[config.mk]
export PLATFORM = sky130hd
export DESIGN_NAME = uct_emf_ctrl
export DESIGN_NICKNAME = d
export VERILOG_FILES = /design/src/rtl/uct_emf_pkg.sv /design/src/rtl/uct_emf_ctrl.sv
export SDC_FILE = /design/constraint.sdc
export NUM_CORES = 1
export LEC_CHECK = 0
export BUFFER_PORTS_ARGS = -buffer_cell sky130_fd_sc_hd__buf_4
export CORE_AREA = 5 5 42 44
export DETAILED_ROUTE_END_ITERATION = 16
export DIE_AREA = 0 0 47 49
export SYNTH_ARGS = -nofsm -noshare
export SYNTH_HDL_FRONTEND = slang
export SYNTH_SLANG_ARGS = --single-unit
[constraint.sdc]
create_clock -name clock -period 1.4 [get_ports clock]
set_input_delay 0.14 -clock clock [delete_from_list [all_inputs] [get_ports clock]]
set_output_delay 0.14 -clock clock [all_outputs]
set_load 0.01 [all_outputs]
[src/rtl/uct_emf_pkg.sv]
// ----------------------------------------------------------------------------
// Corner EMF package
// Shared widths, the controller state type and the datapath command struct.
// ----------------------------------------------------------------------------
package uct_emf_pkg;

   localparam int DataWidth = 32;
   localparam int FracBits  = 16;

   typedef logic signed [DataWidth-1:0] data_type;

   typedef enum logic [1:0] {
      ST_IDLE,
      ST_MUL1,
      ST_MUL2,
      ST_OUT
   } state_type;

   typedef struct packed {
      logic load;
      logic step1;
      logic step2;
   } cmd_type;

   function automatic data_type sat_wide(input logic signed [DataWidth+1:0] v);
      logic signed [DataWidth+1:0] hi;
      logic signed [DataWidth+1:0] lo;
      hi = (DataWidth+2)'({1'b0, {(DataWidth-1){1'b1}}});
      lo = -hi - (DataWidth+2)'(1);
      if (v > hi) return data_type'(hi);
      if (v < lo) return data_type'(lo);
      return data_type'(v);
   endfunction

endpackage

[src/rtl/uct_emf_ctrl.sv]
// ----------------------------------------------------------------------------
// Corner EMF controller
// Sequences one beat through load, two product steps and result hand-off.
// ----------------------------------------------------------------------------
module uct_emf_ctrl (
   input  logic                 clock,
   input  logic                 reset,
   input  logic                 req_valid,
   output logic                 req_stall,
   output logic                 rsp_valid,
   input  logic                 rsp_stall,
   output uct_emf_pkg::cmd_type cmd
);
   import uct_emf_pkg::*;

   state_type state_ff, state_in;

   always_ff @(posedge clock) begin
      if (reset) state_ff <= ST_IDLE;
      else       state_ff <= state_in;
   end

   always_comb begin
      state_in = state_ff;
      case (state_ff)
         ST_IDLE: if (req_valid) state_in = ST_MUL1;
         ST_MUL1: state_in = ST_MUL2;
         ST_MUL2: state_in = ST_OUT;
         ST_OUT:  if (!rsp_stall) state_in = req_valid ? ST_MUL1 : ST_IDLE;
         default: state_in = ST_IDLE;
      endcase
   end

   // A new beat may be taken in the cycle the held result leaves.
   always_comb begin
      cmd       = '0;
      req_stall = 1'b1;
      rsp_valid = 1'b0;
      case (state_ff)
         ST_IDLE: begin
            req_stall = 1'b0;
            cmd.load  = req_valid;
         end
         ST_MUL1: cmd.step1 = 1'b1;
         ST_MUL2: cmd.step2 = 1'b1;
         ST_OUT: begin
            rsp_valid = 1'b1;
            req_stall = rsp_stall;
            cmd.load  = req_valid && !rsp_stall;
         end
         default: ;
      endcase
   end
endmodule

==> metrics.yaml, run 1 <==
min-delay-start: "reset"
synth.cell_area_um2: 219
fin_ws_ns: 0.0735
finClkSkew_ns: 0.00325
status: "complete, no violations"
synthTopCellsByArea: "ha_1 34%, dfxtp_1 18%, nand2b_4 6.3%, inv_1 5.1%, a21oi_1 4.6%"
syn_area_per_cell_um2: 9.52
cp_cell_sequence: "buf_6 > ha_4 > a21oi_2 > nor3b_2 > buf_4"
hold_depth: 2
critPathMaxFanout: 4
dpl.hpwl_um: 412
leakagePower_uw: 0.000189
cts_hold_buf: 0
r2r-end: "state_ff[0]$_SDFFE_PP0P_"
timing.rr.start: "state_ff[0]$_SDFFE_PP0P_"
r2r.worst_path.cells: 6
cts_buffers: 3
antenna_cells: 0
ff_latch_area_um2: 42.5
slew_headroom_pct: 83.5
min_period_ns: 1.33
grt_pass1_vias: 216
via_count: 220
fin_nets: 50
worstSetupStartpointType: "register"
min_to: "state_ff[0]$_SDFFE_PP0P_"
clk_transition_reported_paths_ns: 0.03
syn_nets: 33
drv_slew: 0
largest_registers: "state_ff (2)"
cts_sinks: 2
viasPerCell: 4.07
arrival_ns: 1.19
fp.coreArea_um2: 1400
path_class: "reg2out"
ys_seq_area_share_pct: 18.3
clk-insertion-delay-late_ns: 0.23
period_share_pct: 94.8
drive_gt1_share_pct: 68.4
setup_viol: 0
synth.distinct_cells: 14
cts_htree_levels: 1
power_density_nw_per_um2: 2240
grt_max_degree: 5
end_kind: "output pin"
tns_ns: 0
rows: 14
cts.path.max_buffers: 2
dp_cells: 49
largest_register_ffs: 2
hold_viol: 0
start_util_pct: 15.6
synth_cells: 23
ant_nets: 0
grt_pass1_wl_um: 972
track_usage_pct: 6.40
min_path_type: "in2reg"
die_area_um2: 2300
crit_start: "state_ff[1]$_SDFFE_PP0P_"
area_growth_pct: 87.4
firstDrtPassIters: 3
wl_per_cell_um: 10.7
critPathSlowestCell: "dfxtp_2"
place_ws_ns: 0.169
fillCellCount: 161
drc: 0
wl_um: 578
drv_cap: 0
gp_congestion: 0.621
fmax_ghz: 0.754
port_buffers: 8
cts_root_buf: "clkbuf_4"
worst_pin_slew_ns: 0.245
peakVddDrop_v: 0.000461
reg2reg_slack_ns: 0.13
initialDrtViolationCount: 5
yosys_warnings: 0
boundaryPins: 9
die_h_um: 49
antenna_found_initial: 0
cts_tree: "yes"
grt_overflow: 0
synth_largest_area_cell: "ha_1"
required_ns: 1.26
slowest_delay_ns: 0.34
die_w_um: 47
synth.top_cell.area_share_pct: 34.3
synth_seq_cells: 2
power_uw: 919
final_cells: 54
largest-register: "state_ff"
multi_input_area_um2: 214
==> worst max-delay path: cells and delay by family (launching register included) <==
kind            cells  cell delay (ns)
simple gates        1             0.17
buf+inv             2             0.27
fa+ha+maj           1             0.13
flops               1             0.34
compound gates      1             0.05
==> routing by layer <==
layer / global-route usage, % / routed length [µm] / up-vias
li1: - / - / 111
met2: 8.60 / 327 / 4
met3: 4.43 / 23 / 0
met1: 6.35 / 227 / 105
met5: 0 / 0 / -
met4: 5.53 / 0 / 0
==> power by group <==
group	internal [µW]	leakage, µW	switching (µW)
sequential	91.5	0.0000172	26.4
clock	94.9	0.0000138	35.9
combinational	358	0.000158	312
==> Yosys cell counts <==
library cell	number
a31oi_1	1
a311oi_1	1
dfxtp_1	2
and3_1	1
ha_1	6
a211oi_1	1
nand2_2	1
or2_0	1
nor3b_1	1
a21oi_1	2
inv_1	3
mux2i_1	1
o21ba_1	1
nand2b_4	1
==> repair_timing <==
item                                    4_1_cts  5_1_grt
gates resized for setup                       6        9
buffers inserted                              0        2
endpoints found under the setup margin        1        2
pin swaps                                     1        1
cloned                                        0        0
==> worst max path at each step <==
stage                     depth (start not counted)                       end  slack [ns]
after floorplan                                   3                    cmd[2]        0.16
after global placement                            5  state_ff[1]$_SDFFE_PP0P_        0.16
after detailed placement                          5  state_ff[1]$_SDFFE_PP0P_        0.17
after CTS                                         5                    cmd[2]        0.01
after global routing                              5                    cmd[2]     -0.0008
final                                             5                    cmd[2]        0.07
==> placed cells by master (no fill, tap or decap), drive strengths merged <==
cell	instances
o21ba	1
or2	1
ha	6
inv	3
a211oi	1
nor3b	1
a31oi	1
a21oi	2
clkbuf	3
buf	12
nand2b	1
and3	1
nand2	1
mux2i	1
dfxtp	2
a311oi	1
==> through the flow <==
step | hold slack, ns | utilization, % | cell area [µm²]
after floorplan | 0.212 | - | 219
after global placement | 0.320 | 22.4 | 314
after detailed placement | 0.325 | 22.4 | 314
after CTS | 0.0828 | 25.0 | 350
after global routing | 0.0678 | 29.3 | 410
final | 0.0864 | 29.3 | 410
==> cell type report <==
class                           instances  share of cell area [%]
Multi-Input combinational cell         18                    52.1
Timing Repair Buffer                   12                    23.8
Sequential cell                         2                    10.4
Clock buffer                            3                    5.49
Tap cell                               16                    4.88
Inverter                                3                    3.35
==> cells by family (layout without fill, tap and decap cells) <==
group / Yosys count / in the layout / share of synthesized area, %
AOI/OAI and AO/OA: 6 / 6 / 19.4
adders and majority gates: 6 / 6 / 34.3
buffers and inverters: 3 / 18 / 5.14
DFF: 2 / 2 / 18.3
muxes: 1 / 1 / 4.57
and+or+nand+nor: 5 / 5 / 18.3
Note: power is estimated with default switching activity, not from simulation.
==> run 2: changes to the inputs <==
--- a/config.mk
+++ b/config.mk
@@ -5,10 +5,12 @@
 export SDC_FILE = /design/constraint.sdc
 export NUM_CORES = 1
 export LEC_CHECK = 0
+export ABC_AREA = 1
 export BUFFER_PORTS_ARGS = -buffer_cell sky130_fd_sc_hd__buf_4
 export CORE_AREA = 5 5 42 44
 export DETAILED_ROUTE_END_ITERATION = 16
 export DIE_AREA = 0 0 47 49
+export SETUP_SLACK_MARGIN = 0.15
 export SYNTH_ARGS = -nofsm -noshare
 export SYNTH_HDL_FRONTEND = slang
 export SYNTH_SLANG_ARGS = --single-unit
==> run 2 against run 1 <==
Net effect: sequential power grew 19%; cell area rose by 4.0%; power increased by 2.5%; first-iteration DRC count down 80%; count of clock-buffer cells in the layout stayed put; final cell count increased by 15%; hold slack got worse by 0.0039 ns; critical path type unchanged; critical endpoint is now req_stall; largest power group unchanged.
==> metrics.yaml, run 2 <==
end_kind: "output pin"
boundaryPins: 9  # unchanged
fillCellCount: 161  # unchanged
die_w_um: 47  # unchanged
port_buffers: 8  # unchanged
worst_pin_slew_ns: 0.200  # -0.0450 ns
grt_pass1_vias: 253  # +17%
leakagePower_uw: 0.000207  # +9.7%
fin_util_pct: 30.4  # +1.2 points
final_cell_mix: "10 x buf_4, 6 x nand2_1"
fin_ws_ns: 0.0925  # +0.0190 ns
holdWs_ns: 0.0825  # -0.00391 ns
cts_htree_levels: 1  # unchanged
synth_seq_cells: 2  # unchanged
clk_transition_reported_paths_ns: 0.03  # about the same
drc: 0  # unchanged
finClkSkew_ns: 0.00152  # -0.00173 ns
antenna_cells: 0  # unchanged
critPathMaxFanout: 5  # +1
initialDrtViolationCount: 1  # -4
path_class: "reg2out"
fmax_ghz: 0.765  # +1.5%
fp.coreArea_um2: 1400  # unchanged
ff_latch_area_um2: 45.0  # +5.9%
reg2reg_slack_ns: 0.18  # +0.05 ns
wl_um: 657  # +14%
cts_hold_buf: 0  # unchanged
status: "complete, no violations"
required_ns: 1.26  # about the same
yosys_warnings: 0  # unchanged
async_reset_ff_share_pct: 0  # unchanged
drive_gt1_share_pct: 65.2  # -3.2 points
worstSetupStartpointType: "register"
largest_register_ffs: 2  # unchanged
power_density_nw_per_um2: 2210  # -1.4%
die_area_um2: 2300  # unchanged
clk-insertion-delay-late_ns: 0.22  # about the same
slew_headroom_pct: 86.6  # +3.1 points
rsz0062_at_grt: "yes"
hold_viol: 0  # unchanged
hold_depth: 2  # unchanged
drv_slew: 0  # unchanged
ant_nets: 0  # unchanged
cts.path.max_buffers: 2  # unchanged
die_h_um: 49  # unchanged
fin_nets: 58  # +16%
antenna_found_initial: 0  # unchanged
grt_pass1_wl_um: 1000  # +2.9%
area_growth_pct: 92.7
final_common_cell: "buf_4"
min-delay-start: "reset"
via_count: 239  # +8.6%
ys_top_cells_by_count: "7 x nand2_1, 6 x ha_1, 5 x inv_1"
synth-main-ff-cell: "dfxtp_1"
gp_congestion: 0.694  # +12%
wl_per_cell_um: 10.6  # -1.0%
drv_cap: 0  # unchanged
synth_cells: 31  # +35%
cts_root_buf: "clkbuf_4"
rows: 14  # unchanged
grt_max_degree: 6  # +1
tns_ns: 0  # unchanged
cts_buffers: 3  # unchanged
min_path_type: "in2reg"
ys_seq_area_share_pct: 18.1  # -0.21 points
yosysMostFrequentCell: "nand2_1"
synth.top_cell.area_share_pct: 33.9  # -0.39 points
start_util_pct: 15.8  # +0.18 points
viasPerCell: 3.85  # -5.4%
synth_largest_area_cell: "ha_1"
power_uw: 941  # +2.5%
grt_overflow: 0  # unchanged
largest-register: "state_ff"
synth.distinct_cells: 14  # unchanged
r2r-end: "state_ff[1]$_SDFFE_PP0P_"
synthTopCellsByArea: "ha_1 34%, dfxtp_1 18%, nand2_1 12%, inv_1 8.5%, a21oi_1 4.5%"
cts_sinks: 2  # unchanged
synth.cell_area_um2: 221  # +1.1%
min_period_ns: 1.31  # -0.0190 ns
syn_nets: 41  # +24%
r2r.worst_path.cells: 8  # +2
setup_viol: 0  # unchanged
timing.rr.start: "state_ff[1]$_SDFFE_PP0P_"
track_usage_pct: 6.26  # -0.14 points
dpl.hpwl_um: 389  # -5.6%
period_share_pct: 93.4  # -1.4 points
cts_tree: "yes"
place_ws_ns: 0.116  # -0.0536 ns
largest_registers: "state_ff (2)"
peakVddDrop_v: 0.000531  # +15%
synth-edff-count: 0  # unchanged
firstDrtPassIters: 2  # -1
syn_area_per_cell_um2: 7.14  # -25%
multi_input_area_um2: 216  # +1.2%
arrival_ns: 1.17  # -0.02 ns
min_to: "state_ff[0]$_SDFFE_PP0P_"
## run 2: how the worst max path moves through the flow
stage                                         from         to  slack [ns]  cells after the start
after floorplan           state_ff[0]$_SDFFE_PP0P_     cmd[2]        0.16                      3
after global routing      state_ff[1]$_SDFFE_PP0P_  req_stall        0.06                      5
after detailed placement  state_ff[1]$_SDFFE_PP0P_     cmd[2]        0.12                      4
final                     state_ff[1]$_SDFFE_PP0P_  req_stall        0.09                      4
after CTS                 state_ff[1]$_SDFFE_PP0P_     cmd[2]        0.09                      4
after global placement    state_ff[1]$_SDFFE_PP0P_     cmd[2]        0.12                      4
## run 2: layout make-up
class,instances,share of cell area (%)
repair buffers,12,22.9
well taps,16,4.69
clock buffers,3,5.28
inverters,6,5.87
flip-flops and latches,2,10.6
multi-input cells,23,50.7
## run 2: timing repair
action,4_1_cts,5_1_grt
buffers inserted,2,1
endpoints found under the setup margin,2,5
pin swaps,4,3
resized for setup,13,6
## run 2: through the flow
step | cells | instance area [µm²]
floorplan | 31 | 221
global placement | 56 | 309
detailed placement | 56 | 309
CTS | 61 | 390
global route | 62 | 427
finish | 62 | 427
## run 2: cells by family after synthesis
| group | synth area share, % |
|---|---|
| buffers and inverters | 10.2 |
| AOI/OAI and AO/OA | 14.1 |
| adders and majority gates | 33.9 |
| and+or+nand+nor | 23.7 |
| DFF | 18.1 |
## run 2: critical path, stage by stage, from the launching register on
cell     delay (ns)
dfxtp_4        0.36
buf_4          0.15
ha_4           0.16
o21ai_1        0.14
buf_4          0.14
## run 2: routing by layer
metal	global-route usage, %	up-vias	part of all wire, %	wire length [µm]
met5	0	-	0	0
met4	5.53	0	0	0
met3	2.21	0	8.4	55
met2	9.50	6	58	379
met1	6.35	106	34	222
li1	-	127	-	-
## run 2: where the power goes
group | internal [µW] | total [µW] | switching (µW) | leakage (µW)
Clock | 94.4 | 126 | 31.2 | 0.0000138
Combinational | 346 | 675 | 329 | 0.000176
Sequential | 96.6 | 141 | 44.2 | 0.0000175
Total | 537 | 941 | 405 | 0.000207
